`src/design/ppm_pkg.sv`:
```
// Shared types, constants and helpers for the PCM peak level meter.
// No dependencies; every other file of the block imports this package.
package ppm_pkg;

  // Payload widths
  localparam int ByteW    = 8;
  localparam int SampleW  = 16;
  localparam int LevelW   = 7;
  localparam int CfgIdxW  = 2;
  localparam int CfgDataW = 1;

  // Divider widths: numerator 200*peak+full, denominator 2*full
  localparam int NumW  = 24;
  localparam int DenW  = SampleW + 1;
  localparam int StepW = 3;

  // Full-scale amplitudes
  localparam logic [SampleW-1:0] FullU8  = 16'd255;
  localparam logic [SampleW-1:0] FullS8  = 16'd127;
  localparam logic [SampleW-1:0] FullU16 = 16'd65535;
  localparam logic [SampleW-1:0] FullS16 = 16'd32767;

  localparam logic [LevelW-1:0] LevelMax = 7'd100;

  // Configuration register indexes
  localparam logic [CfgIdxW-1:0] CFG_METER_ENABLE     = 2'd0;
  localparam logic [CfgIdxW-1:0] CFG_WIDE_SAMPLES     = 2'd1;
  localparam logic [CfgIdxW-1:0] CFG_SIGNED_SAMPLES   = 2'd2;
  localparam logic [CfgIdxW-1:0] CFG_BIG_ENDIAN_ORDER = 2'd3;

  // Sample format as seen by the sample path
  typedef struct packed {
    logic wide;
    logic sgn;
    logic big;
  } fmt_t;

  // Divider status toward the sequencer
  typedef struct packed {
    logic busy;
    logic done;
  } div_status_t;

  // Sequencer states
  typedef enum logic [1:0] {
    ST_IDLE = 2'b01,
    ST_DIV  = 2'b10
  } seq_state_t;

  function automatic logic [SampleW-1:0] full_scale(input logic wide, input logic sgn);
    logic [SampleW-1:0] f;
    if (wide) begin
      f = sgn ? FullS16 : FullU16;
    end else begin
      f = sgn ? FullS8 : FullU8;
    end
    return f;
  endfunction

endpackage

```
`src/design/ppm_if.sv`:
```
// Handshake channels of the PCM peak level meter: byte input and result output.
// Depends on ppm_pkg for payload widths.
interface ppm_in_if import ppm_pkg::*; ();
  logic               valid;
  logic               ready;
  logic [ByteW-1:0]   data_byte;
  logic               end_of_buffer;

  modport source (output valid, output data_byte, output end_of_buffer, input ready);
  modport sink (input valid, input data_byte, input end_of_buffer, output ready);
endinterface

interface ppm_out_if import ppm_pkg::*; ();
  logic                valid;
  logic                ready;
  logic [LevelW-1:0]   level_percent;
  logic [SampleW-1:0]  peak_magnitude;

  modport source (output valid, output level_percent, output peak_magnitude, input ready);
  modport sink (input valid, input level_percent, input peak_magnitude, output ready);
endinterface

```
`src/design/ppm_sample_unit.sv`:
```
// Sample assembly, magnitude, saturation and running peak of one buffer.
// Depends on ppm_pkg (fmt_t, full_scale).
module ppm_sample_unit import ppm_pkg::*; (
  input  logic               clk,
  input  logic               rst_n,
  input  logic               take,
  input  logic [ByteW-1:0]   data_byte,
  input  logic               last,
  input  fmt_t               fmt,
  output logic [SampleW-1:0] final_peak,
  output logic [SampleW-1:0] full
);

  logic [ByteW-1:0]   held_r, held_nxt;
  logic               phase_r, phase_nxt;
  logic [SampleW-1:0] peak_r, peak_nxt;

  logic [SampleW-1:0] raw;
  logic               have;
  logic               neg;
  logic [SampleW:0]   modulus;
  logic [SampleW:0]   mag;
  logic [SampleW-1:0] sat;
  logic [SampleW-1:0] peak_upd;

  assign full = full_scale(fmt.wide, fmt.sgn);

  // Assemble a sample from one or two bytes
  always_comb begin
    raw       = '0;
    have      = 1'b0;
    held_nxt  = held_r;
    phase_nxt = 1'b0;
    if (!fmt.wide) begin
      raw  = {{(SampleW-ByteW){1'b0}}, data_byte};
      have = 1'b1;
    end else if (!phase_r) begin
      held_nxt  = data_byte;
      phase_nxt = 1'b1;
    end else begin
      raw  = fmt.big ? {held_r, data_byte} : {data_byte, held_r};
      have = 1'b1;
    end
  end

  // Take magnitude, saturate to full scale, update the peak
  always_comb begin
    neg      = fmt.sgn & (fmt.wide ? raw[SampleW-1] : raw[ByteW-1]);
    modulus  = fmt.wide ? (17'd1 << SampleW) : (17'd1 << ByteW);
    mag      = neg ? (modulus - {1'b0, raw}) : {1'b0, raw};
    sat      = (mag > {1'b0, full}) ? full : mag[SampleW-1:0];
    peak_upd = (have && (sat > peak_r)) ? sat : peak_r;
    final_peak = (peak_upd > full) ? full : peak_upd;
    peak_nxt = last ? '0 : peak_upd;
  end

  // Hold state; clear it at the buffer end
  always_ff @(posedge clk) begin
    if (!rst_n) begin
      held_r  <= '0;
      phase_r <= 1'b0;
      peak_r  <= '0;
    end else if (take) begin
      held_r  <= last ? '0 : held_nxt;
      phase_r <= last ? 1'b0 : phase_nxt;
      peak_r  <= peak_nxt;
    end
  end

endmodule

```
`src/design/ppm_div_unit.sv`:
```
// Iterative restoring divider for the level: (200*peak + full) / (2*full).
// One quotient bit per cycle, seven quotient bits in all. Depends on ppm_pkg.
module ppm_div_unit import ppm_pkg::*; (
  input  logic               clk,
  input  logic               rst_n,
  input  logic               start,
  input  logic [SampleW-1:0] peak,
  input  logic [SampleW-1:0] full,
  output div_status_t        status,
  output logic [LevelW-1:0]  quotient
);

  logic [NumW-1:0]   rem_r, rem_nxt;
  logic [NumW-1:0]   den_r, den_nxt;
  logic [LevelW-1:0] quo_r, quo_nxt;
  logic [StepW-1:0]  step_r, step_nxt;
  logic              busy_r, busy_nxt;
  logic              done_r, done_nxt;

  logic [NumW-1:0] num;
  logic [NumW-1:0] peak_x;
  logic            fits;

  // Form 200*peak + full with shifts and adds
  assign peak_x = {{(NumW-SampleW){1'b0}}, peak};
  assign num    = (peak_x << 7) + (peak_x << 6) + (peak_x << 3)
                + {{(NumW-SampleW){1'b0}}, full};

  assign fits = (rem_r >= den_r);

  // Step the shared compare and subtract
  always_comb begin
    rem_nxt  = rem_r;
    den_nxt  = den_r;
    quo_nxt  = quo_r;
    step_nxt = step_r;
    busy_nxt = busy_r;
    done_nxt = done_r;
    if (start) begin
      rem_nxt  = num;
      den_nxt  = {{(NumW-DenW){1'b0}}, full, 1'b0} << (LevelW - 1);
      quo_nxt  = '0;
      step_nxt = StepW'(LevelW - 1);
      busy_nxt = 1'b1;
      done_nxt = 1'b0;
    end else if (busy_r) begin
      rem_nxt = fits ? (rem_r - den_r) : rem_r;
      den_nxt = den_r >> 1;
      quo_nxt = {quo_r[LevelW-2:0], fits};
      step_nxt = step_r - 1'b1;
      if (step_r == '0) begin
        busy_nxt = 1'b0;
        done_nxt = 1'b1;
      end
    end
  end

  always_ff @(posedge clk) begin
    rem_r <= rem_nxt;
    den_r <= den_nxt;
    quo_r <= quo_nxt;
    if (!rst_n) begin
      step_r <= '0;
      busy_r <= 1'b0;
      done_r <= 1'b0;
    end else begin
      step_r <= step_nxt;
      busy_r <= busy_nxt;
      done_r <= done_nxt;
    end
  end

  assign status.busy = busy_r;
  assign status.done = done_r;
  assign quotient    = quo_r;

  // Checks
  a_busy_done_excl: assert property (@(posedge clk) disable iff (!rst_n)
    !(busy_r && done_r)) else $error("divider busy and done together");
  a_start_busy: assert property (@(posedge clk) disable iff (!rst_n)
    start |=> busy_r) else $error("divider did not start");
  a_done_after_last_step: assert property (@(posedge clk) disable iff (!rst_n)
    (busy_r && !start && step_r == '0) |=> done_r) else $error("divider did not finish");

endmodule

```
`src/design/pcm_peak_level_meter_core.sv`:
```
// PCM peak level meter top level: configuration registers, sequencer, output register.
// Depends on ppm_pkg, ppm_if, ppm_sample_unit and ppm_div_unit.
//
// Usage: bytes of an interleaved PCM buffer enter on in_bus, one per accepted item,
// with end_of_buffer set on the final byte. Samples are 8 or 16 bits, signed or
// unsigned, little or big endian, as set over the cfg_ write port (write only while
// idle). At each buffer end with meter_enable set, one result item leaves on out_bus:
// the saturated peak and the level in percent rounded half up.
// Bytes that are not the last of a buffer are taken back to back. A last byte
// with the meter enabled starts the shared restoring divider, which makes one
// quotient bit per cycle; in_bus is not ready during its 7 divide steps and until
// the output register is loaded, so each enabled buffer end stalls the input.
// The result sits in an output register; while out_bus stalls, input bytes are still
// taken, and only a following buffer end waits for the register to drain.
// Reset (synchronous, rst_n low) clears the peak, the byte phase, the sequencer and
// the output valid, and restores the format to 16-bit signed little endian, disabled.
module pcm_peak_level_meter_core import ppm_pkg::*; (
  input  logic                clk,
  input  logic                rst_n,
  ppm_in_if.sink              in_bus,
  ppm_out_if.source           out_bus,
  input  logic                cfg_we,
  input  logic [CfgIdxW-1:0]  cfg_index,
  input  logic [CfgDataW-1:0] cfg_data
);

  logic enable_r;
  logic wide_r;
  logic sgn_r;
  logic big_r;

  seq_state_t state_r, state_nxt;

  logic [SampleW-1:0] final_peak;
  logic [SampleW-1:0] full;
  logic [SampleW-1:0] peak_hold_r;
  logic [LevelW-1:0]  quotient;
  div_status_t        div_status;
  fmt_t               fmt;

  logic               out_valid_r;
  logic [LevelW-1:0]  out_level_r;
  logic [SampleW-1:0] out_peak_r;

  logic take;
  logic start;
  logic slot_free;
  logic load_out;

  // Configuration registers
  always_ff @(posedge clk) begin
    if (!rst_n) begin
      enable_r <= 1'b0;
      wide_r   <= 1'b1;
      sgn_r    <= 1'b1;
      big_r    <= 1'b0;
    end else if (cfg_we) begin
      case (cfg_index)
        CFG_METER_ENABLE:     enable_r <= cfg_data[0];
        CFG_WIDE_SAMPLES:     wide_r   <= cfg_data[0];
        CFG_SIGNED_SAMPLES:   sgn_r    <= cfg_data[0];
        CFG_BIG_ENDIAN_ORDER: big_r    <= cfg_data[0];
        default: ;
      endcase
    end
  end

  assign fmt = '{wide: wide_r, sgn: sgn_r, big: big_r};

  assign in_bus.ready = (state_r == ST_IDLE);
  assign take      = in_bus.valid && in_bus.ready;
  assign start     = take && in_bus.end_of_buffer && enable_r;
  assign slot_free = !out_valid_r || out_bus.ready;
  assign load_out  = (state_r == ST_DIV) && div_status.done && slot_free;

  ppm_sample_unit u_sample (
    .clk        (clk),
    .rst_n      (rst_n),
    .take       (take),
    .data_byte  (in_bus.data_byte),
    .last       (in_bus.end_of_buffer),
    .fmt        (fmt),
    .final_peak (final_peak),
    .full       (full)
  );

  ppm_div_unit u_div (
    .clk      (clk),
    .rst_n    (rst_n),
    .start    (start),
    .peak     (final_peak),
    .full     (full),
    .status   (div_status),
    .quotient (quotient)
  );

  // Sequencer: idle takes bytes, divide waits for the quotient and a free slot
  always_comb begin
    state_nxt = state_r;
    case (state_r)
      ST_IDLE: if (start) state_nxt = ST_DIV;
      ST_DIV:  if (load_out) state_nxt = ST_IDLE;
      default: state_nxt = ST_IDLE;
    endcase
  end

  always_ff @(posedge clk) begin
    if (!rst_n) begin
      state_r <= ST_IDLE;
    end else begin
      state_r <= state_nxt;
    end
  end

  // Hold the peak for the result
  always_ff @(posedge clk) begin
    if (start) begin
      peak_hold_r <= final_peak;
    end
  end

  // Output register
  always_ff @(posedge clk) begin
    if (!rst_n) begin
      out_valid_r <= 1'b0;
    end else if (load_out) begin
      out_valid_r <= 1'b1;
    end else if (out_bus.ready) begin
      out_valid_r <= 1'b0;
    end
  end

  always_ff @(posedge clk) begin
    if (load_out) begin
      out_level_r <= quotient;
      out_peak_r  <= peak_hold_r;
    end
  end

  assign out_bus.valid          = out_valid_r;
  assign out_bus.level_percent  = out_level_r;
  assign out_bus.peak_magnitude = out_peak_r;

  // Checks
  a_level_range: assert property (@(posedge clk) disable iff (!rst_n)
    load_out |-> (quotient <= LevelMax)) else $error("level above full scale");
  a_start_to_div: assert property (@(posedge clk) disable iff (!rst_n)
    start |=> (state_r == ST_DIV && div_status.busy)) else $error("buffer end not divided");
  a_div_only_in_div: assert property (@(posedge clk) disable iff (!rst_n)
    div_status.busy |-> (state_r == ST_DIV)) else $error("divider runs outside divide");

endmodule
```
`src/flat_wrapper.sv`:
```
// flat-port wrapper written by rule: the top's interface ports become plain ports
module pcm_peak_level_meter_core_flat import ppm_pkg::*;
  (clk, rst_n, cfg_we, cfg_index, cfg_data, in_bus_valid, in_bus_data_byte, in_bus_end_of_buffer, in_bus_ready, out_bus_valid, out_bus_level_percent, out_bus_peak_magnitude, out_bus_ready);
  ppm_in_if in_bus_i ();
  ppm_out_if out_bus_i ();
  input  logic clk;
  input  logic rst_n;
  input  logic cfg_we;
  input  logic [CfgIdxW-1:0] cfg_index;
  input  logic [CfgDataW-1:0] cfg_data;
  input wire logic [$bits(in_bus_i.valid)-1:0] in_bus_valid;
  input wire logic [$bits(in_bus_i.data_byte)-1:0] in_bus_data_byte;
  input wire logic [$bits(in_bus_i.end_of_buffer)-1:0] in_bus_end_of_buffer;
  output wire logic [$bits(in_bus_i.ready)-1:0] in_bus_ready;
  output wire logic [$bits(out_bus_i.valid)-1:0] out_bus_valid;
  output wire logic [$bits(out_bus_i.level_percent)-1:0] out_bus_level_percent;
  output wire logic [$bits(out_bus_i.peak_magnitude)-1:0] out_bus_peak_magnitude;
  input wire logic [$bits(out_bus_i.ready)-1:0] out_bus_ready;
  assign in_bus_i.valid = in_bus_valid;
  assign in_bus_i.data_byte = in_bus_data_byte;
  assign in_bus_i.end_of_buffer = in_bus_end_of_buffer;
  assign in_bus_ready = in_bus_i.ready;
  assign out_bus_valid = out_bus_i.valid;
  assign out_bus_level_percent = out_bus_i.level_percent;
  assign out_bus_peak_magnitude = out_bus_i.peak_magnitude;
  assign out_bus_i.ready = out_bus_ready;
  pcm_peak_level_meter_core u_core (.clk(clk), .rst_n(rst_n), .in_bus(in_bus_i), .out_bus(out_bus_i), .cfg_we(cfg_we), .cfg_index(cfg_index), .cfg_data(cfg_data));
endmodule
```
`config.mk`:
```
export PLATFORM = sky130hd
export DESIGN_NAME = pcm_peak_level_meter_core_flat
export DESIGN_NICKNAME = d
export VERILOG_FILES = /design/src/design/ppm_pkg.sv /design/src/design/ppm_if.sv /design/src/design/ppm_sample_unit.sv /design/src/design/ppm_div_unit.sv /design/src/design/pcm_peak_level_meter_core.sv /design/src/flat_wrapper.sv
export SDC_FILE = /design/constraint.sdc
export NUM_CORES = 1
export LEC_CHECK = 0
export ABC_AREA = 1
export BUFFER_PORTS_ARGS = -buffer_cell sky130_fd_sc_hd__buf_2
export CAP_MARGIN = 20
export CORE_ASPECT_RATIO = 0.9
export CORE_MARGIN = 4
export CORE_UTILIZATION = 35
export CTS_CLUSTER_SIZE = 25
export DETAILED_ROUTE_END_ITERATION = 8
export PLACE_DENSITY = 0.62
export SETUP_SLACK_MARGIN = 0.4
export SLEW_MARGIN = 20
export SYNTH_ARGS = -nofsm -noshare
export SYNTH_HDL_FRONTEND = slang
export SYNTH_SLANG_ARGS = --single-unit
```
`constraint.sdc`:
```
create_clock -name clk -period 26.5 [get_ports clk]
set_input_delay 1.325 -clock clk [delete_from_list [all_inputs] [get_ports clk]]
set_output_delay 1.325 -clock clk [all_outputs]
set_load 0.02 [all_outputs]
```
=== After elaboration in Yosys (flattened, before gate mapping) ===
Cells that the tools add are included.

* Latch bits: 0
* Output and inout bits: 25
* Memory bits (writable): 0
* Register bits after elaboration: 130
* Memories: 0
* Input bits: 17
* Bits in read-only memories: 0
* Logic and storage cells: 99

* Shift operators: 0
* Muxes and demuxes: 36
* $add $sub $neg: 6
* Multiply operators: 0
* Div/mod/pow operators: 0
* Bitwise gates (word level): 2
* Reduce and logical (&&, ||, !) cells: 23
* Equal/unequal tests: 8
* Magnitude comparators: 4

{| class="wikitable"
|+ Operators by type and width
! operator !! number
|-
| $mux 16 || 9
|-
| $mux 24 || 3
|-
| $mux 23 || 2
|-
| $mux 17 || 2
|-
| $gt 16x16->1 || 2
|-
| $mux 8 || 4
|-
| $add 23x22->24 || 1
|-
| $add 24x16->24 || 1
|-
| $add 24x19->24 || 1
|-
| $ge 24x23->1 || 1
|-
| $sub 24x23->24 || 1
|-
| $gt 17x16->1 || 1
|-
| $sub 17x16->17 || 1
|-
| $reduce_and 2->1 || 7
|-
| $mux 1 || 11
|-
| $reduce_bool 2->1 || 4
|-
| $eq 2x2->1 const B || 3
|-
| $logic_and 1x1->1 || 6
|-
| $mux 3 || 2
|-
| $eq 2x1->1 const B || 2
|-
| $mux 2 || 2
|-
| $ne 2x2->1 const B || 2
|-
| $pmux 2 s2 || 1
|-
| $logic_not 3->1 || 1
|-
| other kinds (9) || 9
|}

=== Logic depth before layout (Yosys ltp) ===
Gate-level depths: netlist of run 1.

* Word-level depth: 17
* Depth in mapped cells: 74
* Gate-level depth less buffers: 72

=== Modules after synthesis ===
Synthesis of run 1 repeated with hierarchy kept, for this count alone.

* Cells, all modules: 1488
* Area total of the unflattened synthesis: 10807.9 µm²

{| class="wikitable"
|+ By module, submodules not included
! module !! seq. area each (µm²) !! times used !! area an instance (µm²) !! cells each
|-
| ppm_div_unit || 1581.5 || 1 || 5968.2 || 870
|-
| ppm_sample_unit || 500.5 || 1 || 3352.0 || 537
|-
| pcm_peak_level_meter_core || 1311.3 || 1 || 1487.7 || 81
|}

=== Least setup slack after synthesis of run 1 ===
No wires, ideal clock.

* Kind: in2reg
* Start: input port in_bus_data_byte[0]
* End: register u_core.u_div.rem_r[21], data pin
* Stages: 68
* Setup time: 0.263 ns
* Arrival: 9.876 ns
* Buffers on the path: 4
* Data required time: 26.237 ns
* Setup slack: 16.361 ns
* Cell sequence: inv_1 -> nand2_1 -> nand3_2 -> ha_1 -> nand2_2 -> nor2_2 -> nand3_1 -> o21ai_0 -> inv_1 -> o21ai_0 -> xor2_1 -> inv_1 -> ha_1 -> nand2_1 -> nor2_1 -> nand3b_1 -> nor2_1 -> nand3_1 -> [... 32 more ...] -> xor2_1 -> ha_1 -> a21o_1 -> ha_1 -> a21o_1 -> nand2_1 -> nand2_1 -> nor2_1 -> inv_1 -> a21oi_1 -> o21ai_0 -> a31oi_1 -> or2_2 -> nand2_1 -> a21oi_1 -> nand2_1 -> nand2_1 -> o21ai_0

* Cells in the longest elaborated chain, start to end: 16

{| class="wikitable"
|+ Ends and longest elaborated chain
! element !! RTL line !! source
|-
| from (decl) || flat_wrapper.sv:12 || <nowiki>input wire logic [$bits(in_bus_i.data_byte)-1:0] in_bus_data_byte;</nowiki>
|-
| $mux 16 || ppm_sample_unit.sv:41 || <nowiki>raw = fmt.big ? {held_r, data_byte} : {data_byte, held_r};</nowiki>
|-
| $mux 16 || ppm_sample_unit.sv:37 || <nowiki>end else if (!phase_r) begin</nowiki>
|-
| $mux 16 (*) || ppm_sample_unit.sv:34 || <nowiki>if (!fmt.wide) begin</nowiki>
|-
| $sub 17x16->17 || ppm_sample_unit.sv:50 || <nowiki>mag = neg ? (modulus - {1'b0, raw}) : {1'b0, raw};</nowiki>
|-
| $mux 17 (*) || ppm_sample_unit.sv:50 ||
|-
| $gt 17x16->1 || ppm_sample_unit.sv:51 || <nowiki>sat = (mag > {1'b0, full}) ? full : mag[SampleW-1:0];</nowiki>
|-
| $mux 16 (*) || ppm_sample_unit.sv:51 ||
|-
| $gt 16x16->1 || ppm_sample_unit.sv:52 || <nowiki>peak_upd = (have && (sat > peak_r)) ? sat : peak_r;</nowiki>
|-
| $logic_and 1x1->1 || ppm_sample_unit.sv:52 ||
|-
| $mux 16 (*) || ppm_sample_unit.sv:52 ||
|-
| $gt 16x16->1 || ppm_sample_unit.sv:53 || <nowiki>final_peak = (peak_upd > full) ? full : peak_upd;</nowiki>
|-
| $mux 16 (*) || ppm_sample_unit.sv:53 ||
|-
| $add 23x22->24 || ppm_div_unit.sv:26 || <nowiki>assign num = (peak_x << 7) + (peak_x << 6) + (peak_x << 3)</nowiki>
|-
| $add 24x19->24 (*) || ppm_div_unit.sv:26 ||
|-
| $add 24x16->24 (*) || ppm_div_unit.sv:27 || <nowiki>+ {{(NumW-SampleW){1'b0}}, full};</nowiki>
|-
| $mux 24 (*) || ppm_div_unit.sv:39 || <nowiki>if (start) begin</nowiki>
|-
| net u_core.u_div.rem_nxt[21] || ppm_div_unit.sv:13 || <nowiki>logic [NumW-1:0] rem_r, rem_nxt;</nowiki>
|-
| to (signal assigned) || ppm_div_unit.sv:59 || <nowiki>rem_r <= rem_nxt;</nowiki>
|-
| to (decl) || ppm_div_unit.sv:13 ||
|}

Mark *: on every way through the listed nets, which the timed path passes. The rest lies on a longest branch.
A chain may end at the register's enable or synchronous reset.

=== Final worst setup path of run 1 ===
* Start: register u_core.wide_r
* End: register u_core.u_div.rem_r[22], data pin

* Cells in the longest elaborated chain, start to end: 15
* Elaborated cells between the ends (all ways): 19
* Those cells by class: 4 x add/sub; 3 x order compare; 10 x mux; 1 x bitwise; 1 x reduce/logical

{| class="wikitable"
|+ Ends and longest elaborated chain
! element !! RTL line !! source
|-
| from (decl) || pcm_peak_level_meter_core.sv:28 || <nowiki>logic wide_r;</nowiki>
|-
| from (signal assigned) || pcm_peak_level_meter_core.sv:60 || <nowiki>CFG_WIDE_SAMPLES: wide_r <= cfg_data[0];</nowiki>
|-
| branches (longest 13 deep; another with $add 23x22->24) || - ||
|-
| $add 24x16->24 (*) || ppm_div_unit.sv:27 ||
|-
| $mux 24 (*) || ppm_div_unit.sv:39 ||
|-
| net u_core.u_div.rem_nxt[22] || ppm_div_unit.sv:13 ||
|}

Mark *: on every way through the listed nets, which the timed path passes.

==> results.yml, run 1 <==
run_status:
  outcome: "finished, final reports clean"
timing:
  period_needed_ps: 11730
  setup_viol: 0
  rsz0062_at_grt: "false"
  setup_tns_ps: 0
  slew_violations: 0
  skew_ps: 7.832
  hold_viol_final: 0
  fmax_mhz: 85.27
  relSlewSlack: 0.2971
  worst_slew_pin_slew_ps: 1053
  fin_crit_sh: 0.4425
pwr:
  p_switching_w: 0.0002494
  p_int_w: 0.0004442
  power_w: 0.0006936
  p_leak_nw: 5.267
  p_seq_frac: 0.337
  max-vdd-ir-drop_mv: 0.04448
  comb_power_share: 0.321
  switching_share: 0.3595
  power_density_nw_per_um2: 64.02
  p_clk_frac: 0.342
worst_setup_path:
  setup.worst_path.class: "reg -> reg"
  cp_max_fo: 24
  rr_worst_depth: 65
  path_delay_family: "simple AND/OR/NAND/NOR gates"
  path_buf_inv: 7
  ff2ff_setup_slack_ps: 14770
  r2r_start: "u_core.wide_r"
  worstSetupEndpointType: "register"
  cp_slowest_cell: "dfxtp_1"
  cpPeakStageDelay_ps: 1020
  crit_arrival_ps: 11900
  cp.required_ps: 26680
  r2r-end: "u_core.u_div.rem_r[22]"
  crit_top_cell: "nand2_1"
  start_kind: "register"
global_route:
  grt_pass1_wl_um: 37890
  grt_overflow: 0
  track_usage: 0.1513
  antenna_found_initial: 0
  grt_max_degree: 61
  first_global_vias: 7576
run:
  drv_cap: 0
layout:
  fin_cells: 1645
  area_delta_synth_final_pct: 11.96
  nets: 1407
  drive_above_1_share: 0.1185
  layout_common_cells: "286 x nand2_1, 195 x inv_1, 125 x a21oi_1, 97 x ha_1, 79 x edfxtp_1"
  design_area_um2: 10830
  regArea_um2: 3393
  mostFrequentLayoutCell: "nand2_1"
  fill_cells: 2796
  multi_input_area_um2: 5366
  antenna_cells: 0
die:
  die_w_um: 183.3
  io-pin-count: 42
  rows: 57
  die-area_um2: 30370
  coreArea_um2: 27100
  start_util: 0.3570
  chipHeight_um: 165.7
drt:
  vias: 8144
  drt_iter0_drc: 622
  drtAntennaViolNets: 0
  totalWireLength_um: 22830
  drc: 0
  dr.pass1.iters: 5
  wl_per_cell_um: 13.88
  via_per_inst: 4.951
synth:
  synth_ff_type: "edfxtp_1"
  syn_nets: 1370
  synthArstFlopShare: 0
  synth_top_area_frac: 0.2452
  yosysWarnings: 0
  seq_area_frac_synth: 0.3507
  syn_area_per_cell_um2: 7.797
  synthCells: 1241
  synth_area_um2: 9676
  ys_top_cells_by_area: "edfxtp_1 25%, ha_1 13%, nand2_1 11%, dfxtp_1 11%, inv_1 7.6%"
  yosys_register_bits: 130
  synth.distinct_cells: 55
  synth_top_cell_by_area: "edfxtp_1"
  synth_edf_count: 79
clock_tree:
  cts.root.buffer_cell: "clkbuf_16"
  cts_buffer_depth: 2
  cts_tree: "yes"
  postCtsSetupRepairBufs: 0
  cts_buffers: 17
  cts_sinks: 130
  clkTransAtPathRegs_ps: 70
  clock_latency_ps: 430
  h-tree-depth: 4
  post_cts_resized: 0
  cts_hold_buf: 0
placed_design:
  port_buffers: 41
  post_dp_cell_area_um2: 10220
  dp_hpwl_um: 17350
  dpl.cell_count: 1612
  place_congestion: 0.9182
worst_hold_path:
  min_to: "u_core.out_bus.peak_magnitude[0]"
  hold_start: "u_core.peak_hold_r[0]"
  holdPathStages: 0
  hold_class: "reg -> reg"
how the worst max path moves through the flow:
stage                                    from                endpoint  slack (ps)  depth (start not counted)
after floorplan           in_bus_data_byte[0]  u_core.u_div.rem_r[21]       16360                         68
after global placement    in_bus_data_byte[0]  u_core.u_div.rem_r[22]       15090                         69
after detailed placement  in_bus_data_byte[0]  u_core.u_div.rem_r[22]       14770                         69
after CTS                       u_core.wide_r  u_core.u_div.rem_r[22]       14810                         70
after global routing            u_core.wide_r  u_core.u_div.rem_r[22]       13430                         69
final                           u_core.wide_r  u_core.u_div.rem_r[22]       14770                         65
per-stage QoR:
step / util / hold slack (ps) / setup WS (ps)
floorplan: - / 400.3 / 16360
global placement: 0.3768 / 401.1 / 15090
detailed placement: 0.3770 / 404.5 / 14770
CTS: 0.3987 / 419.6 / 14810
global route: 0.3997 / 422.6 / 13430
finish: 0.3997 / 418.8 / 14770
routing by layer:
metal | GRT usage | part of all wire
met5 | 0 | 0
met4 | 0.03562 | 0.010
met3 | 0.02322 | 0.044
met2 | 0.2243 | 0.42
met1 | 0.2312 | 0.53
cells by family after synthesis:
kind of cell             share of synthesized area
buffers and inverters                      0.09543
AO/OA/AOI/OAI                               0.1437
flip-flops                                  0.3507
AND/OR/NAND/NOR                             0.2258
multiplexers                              0.001164
adder cells (fa/ha/maj)                     0.1565
XOR/XNOR                                   0.02677
state kept, by name, indices dropped and copies added (netlist names), 2 cells and up:
| name | cells |
|---|---|
| u_core.u_div.rem_r | 24 |
| u_core.u_div.den_r | 23 |
| u_core.out_bus.peak_magnitude | 16 |
| u_core.peak_hold_r | 16 |
| u_core.u_sample.peak_r | 16 |
| u_core.u_sample.held_r | 8 |
| u_core.out_bus.level_percent | 7 |
| u_core.u_div.quotient | 7 |
| u_core.u_div.step_r | 3 |
| u_core.state_r | 2 |
layout make-up:
| cell class | count | area share |
|---|---|---|
| timing repair buffer | 48 | 0.02564 |
| clock inverter | 15 | 0.01502 |
| inverter | 203 | 0.07057 |
| clock buffer | 17 | 0.03927 |
| tap | 354 | 0.04089 |
| multi-input combinational | 878 | 0.4954 |
| sequential | 130 | 0.3132 |
worst register-to-register path, delay by kind of cell, from the launching register on:
family,cells,cell delay [ps]
buf+inv,7,1210
flops,1,1020
fa+ha+maj,6,1950
compound gates,7,970
simple gates,45,6330
synth_stat cells (12+ instances only):
cell type    n
a21oi_1    125
clkbuf_1    22
dfxtp_1     51
edfxtp_1    79
fa_1        15
ha_1        97
inv_1      195
nand2_1    287
nand2_2     15
nand3_1     55
nand3_2     12
nor2_1      63
o21ai_0     76
xor2_1      13
power groups by stage:
| stage | Combinational, W | Sequential, W | Clock, W |
|---|---|---|---|
| floorplan | 0.000178 | 0.000235 | 0 |
| global placement | 0.000220 | 0.000238 | 0 |
| detailed placement | 0.000222 | 0.000238 | 0 |
| CTS | 0.000224 | 0.000233 | 0.000244 |
| global route | 0.000258 | 0.000235 | 0.000254 |
| finish | 0.000223 | 0.000234 | 0.000237 |
Power figures use the tool's default switching activity.
==> run 2, diff against run 1 <==
==> constraint.sdc (replaced) <==
create_clock -name clk -period 12.1 [get_ports clk]
set_input_delay 0.605 -clock clk [delete_from_list [all_inputs] [get_ports clk]]
set_output_delay 0.605 -clock clk [all_outputs]
set_load 0.02 [all_outputs]
==> results.yml, run 2 (same netlist as run 1, synthesis figures left out) <==
worst_setup_path:
  worstSetupEndpointType: "register"
  cp_slowest_cell: "dfxtp_2"
  r2r-end: "u_core.u_div.rem_r[22]"
  cp.required_ps: 12280
  crit_arrival_ps: 10780
  crit_top_cell: "nand2_1"
  r2r_start: "u_core.big_r"
  setup.worst_path.class: "reg -> reg"
  ff2ff_setup_slack_ps: 1510
  cpPeakStageDelay_ps: 530
  rr_worst_depth: 69
  start_kind: "register"
  cp_max_fo: 24
die:
  rows: 57
  io-pin-count: 42
  coreArea_um2: 27100
  chipHeight_um: 165.7
  start_util: 0.3570
  die-area_um2: 30370
  die_w_um: 183.3
global_route:
  grt_max_degree: 61
  grt_overflow: 0
  grt_pass1_wl_um: 38010
  antenna_found_initial: 0
  track_usage: 0.1523
  first_global_vias: 7589
pwr:
  p_leak_nw: 5.278
  p_int_w: 0.0009747
  p_seq_frac: 0.334
  power_density_nw_per_um2: 140.9
  comb_power_share: 0.324
  p_switching_w: 0.0005563
  max-vdd-ir-drop_mv: 0.09705
  p_clk_frac: 0.342
  switching_share: 0.3634
timing:
  setup_viol: 0
  fmax_mhz: 94.41
  setup_tns_ps: 0
  skew_ps: 8.344
  slew_violations: 0
  worst_slew_pin_slew_ps: 1024
  period_needed_ps: 10590
  relSlewSlack: 0.3118
  rsz0062_at_grt: "false"
  hold_viol_final: 0
  fin_crit_sh: 0.8754
drt:
  vias: 8064
  drtAntennaViolNets: 0
  dr.pass1.iters: 5
  drt_iter0_drc: 527
  totalWireLength_um: 22930
  wl_per_cell_um: 13.93
  via_per_inst: 4.899
  drc: 0
worst_hold_path:
  holdPathStages: 0
  hold_start: "u_core.peak_hold_r[11]"
  hold_class: "reg -> reg"
  min_to: "u_core.out_bus.peak_magnitude[11]"
clock_tree:
  cts_buffer_depth: 2
  postCtsSetupRepairBufs: 0
  clkTransAtPathRegs_ps: 70
  cts_sinks: 130
  cts_buffers: 17
  clock_latency_ps: 430
  post_cts_resized: 0
  cts_tree: "yes"
  cts.root.buffer_cell: "clkbuf_16"
  h-tree-depth: 4
  cts_hold_buf: 0
layout:
  nets: 1408
  mostFrequentLayoutCell: "nand2_1"
  reg_top3: "u_core.u_div.rem_r: 24 flops, u_core.u_div.den_r: 23 flops"
  design_area_um2: 10860
  largest_reg_flops: 24
  antenna_cells: 0
  layout_common_cells: "286 x nand2_1, 195 x inv_1, 125 x a21oi_1, 97 x ha_1, 79 x edfxtp_1"
  max_flop_register: "u_core.u_div.rem_r"
  area_delta_synth_final_pct: 12.27
  fill_cells: 2730
  drive_above_1_share: 0.1207
placed_design:
  port_buffers: 41
  dp_hpwl_um: 17390
  post_dp_cell_area_um2: 10220
  place_congestion: 0.9112
run_status:
  outcome: "finished, final reports clean"
run:
  drv_cap: 0
run 2: cell types whose count changed in the layout (fill, tap and decap cells not counted):
| cell | delta |
|---|---|
| nand2_8 | +1 |
| dfxtp_1 | -2 |
| inv_8 | +1 |
| buf_4 | +1 |
| clkinv_4 | +1 |
| clkinvlp_4 | +1 |
| inv_6 | -1 |
| nand2_2 | -1 |
| dfxtp_2 | +2 |
| inv_4 | -2 |
run 2: cell type report:
| class | count | area (µm²) | share of cell area |
|---|---|---|---|
| inverters | 203 | 764.5 | 0.07038 |
| multi-input cells | 878 | 5380 | 0.4953 |
| repair buffers | 49 | 285.3 | 0.02626 |
| flip-flops and latches | 130 | 3396 | 0.3126 |
| clock buffers | 17 | 425.4 | 0.03916 |
| clock inverters | 15 | 168.9 | 0.01555 |
| well taps | 354 | 442.9 | 0.04077 |
run 2: worst max-delay path: cells and delay by family (launching register included):
family / cells / cell delay [ps]
AND/OR/NAND/NOR: 44 / 5400
adder cells (fa/ha/maj): 7 / 2240
flip-flops: 1 / 530
buffers and inverters: 9 / 840
XOR/XNOR: 1 / 250
AO/OA/AOI/OAI: 8 / 1060
run 2: metrics by stage:
step / util / hold slack (ps) / worst slack (ps) / instances / total power [W]
6_report: 0.4008 / 419.7 / 1508 / 1646 / 0.001531
5_1_grt: 0.4008 / 426.6 / 417.9 / 1646 / 0.001646
4_1_cts: 0.3991 / 408.9 / 783.8 / 1645 / 0.001542
3_5_place_dp: 0.3772 / 412.9 / 822.0 / 1613 / 0.001010
3_3_place_gp: 0.3771 / 402.9 / 1130 / 1613 / 0.001004
2_1_floorplan: - / 400.3 / 2516 / 1241 / 0.0009047
run 2: power groups by stage:
stage	clock, W	sequential, W	combinational (W)
2_1_floorplan	0	0.000516	0.000389
5_1_grt	0.000556	0.000514	0.000576
3_3_place_gp	0	0.000520	0.000484
3_5_place_dp	0	0.000520	0.000489
4_1_cts	0.000537	0.000511	0.000493
6_report	0.000524	0.000511	0.000496
run 2: per-layer routing:
layer | wire length (µm) | part of all wire | track usage | vias up
met5 | 0 | 0 | 0 | -
met3 | 1036 | 0.045 | 0.02497 | 17
li1 | - | - | - | 4179
met1 | 12060 | 0.53 | 0.2324 | 3706
met4 | 235 | 0.010 | 0.03562 | 0
met2 | 9595 | 0.42 | 0.2249 | 162
run 2: worst max-delay path by stage:
stage / from / to / slack, ps / cells after the start
after floorplan: u_core.wide_r / u_core.u_div.rem_r[21] / 2520 / 68
after global placement: u_core.big_r / u_core.u_div.rem_r[22] / 1130 / 65
after detailed placement: u_core.big_r / u_core.u_div.rem_r[22] / 820 / 65
after CTS: u_core.big_r / u_core.u_div.rem_r[22] / 780 / 65
after global routing: u_core.big_r / u_core.u_div.rem_r[22] / 420 / 68
final: u_core.big_r / u_core.u_div.rem_r[22] / 1510 / 69
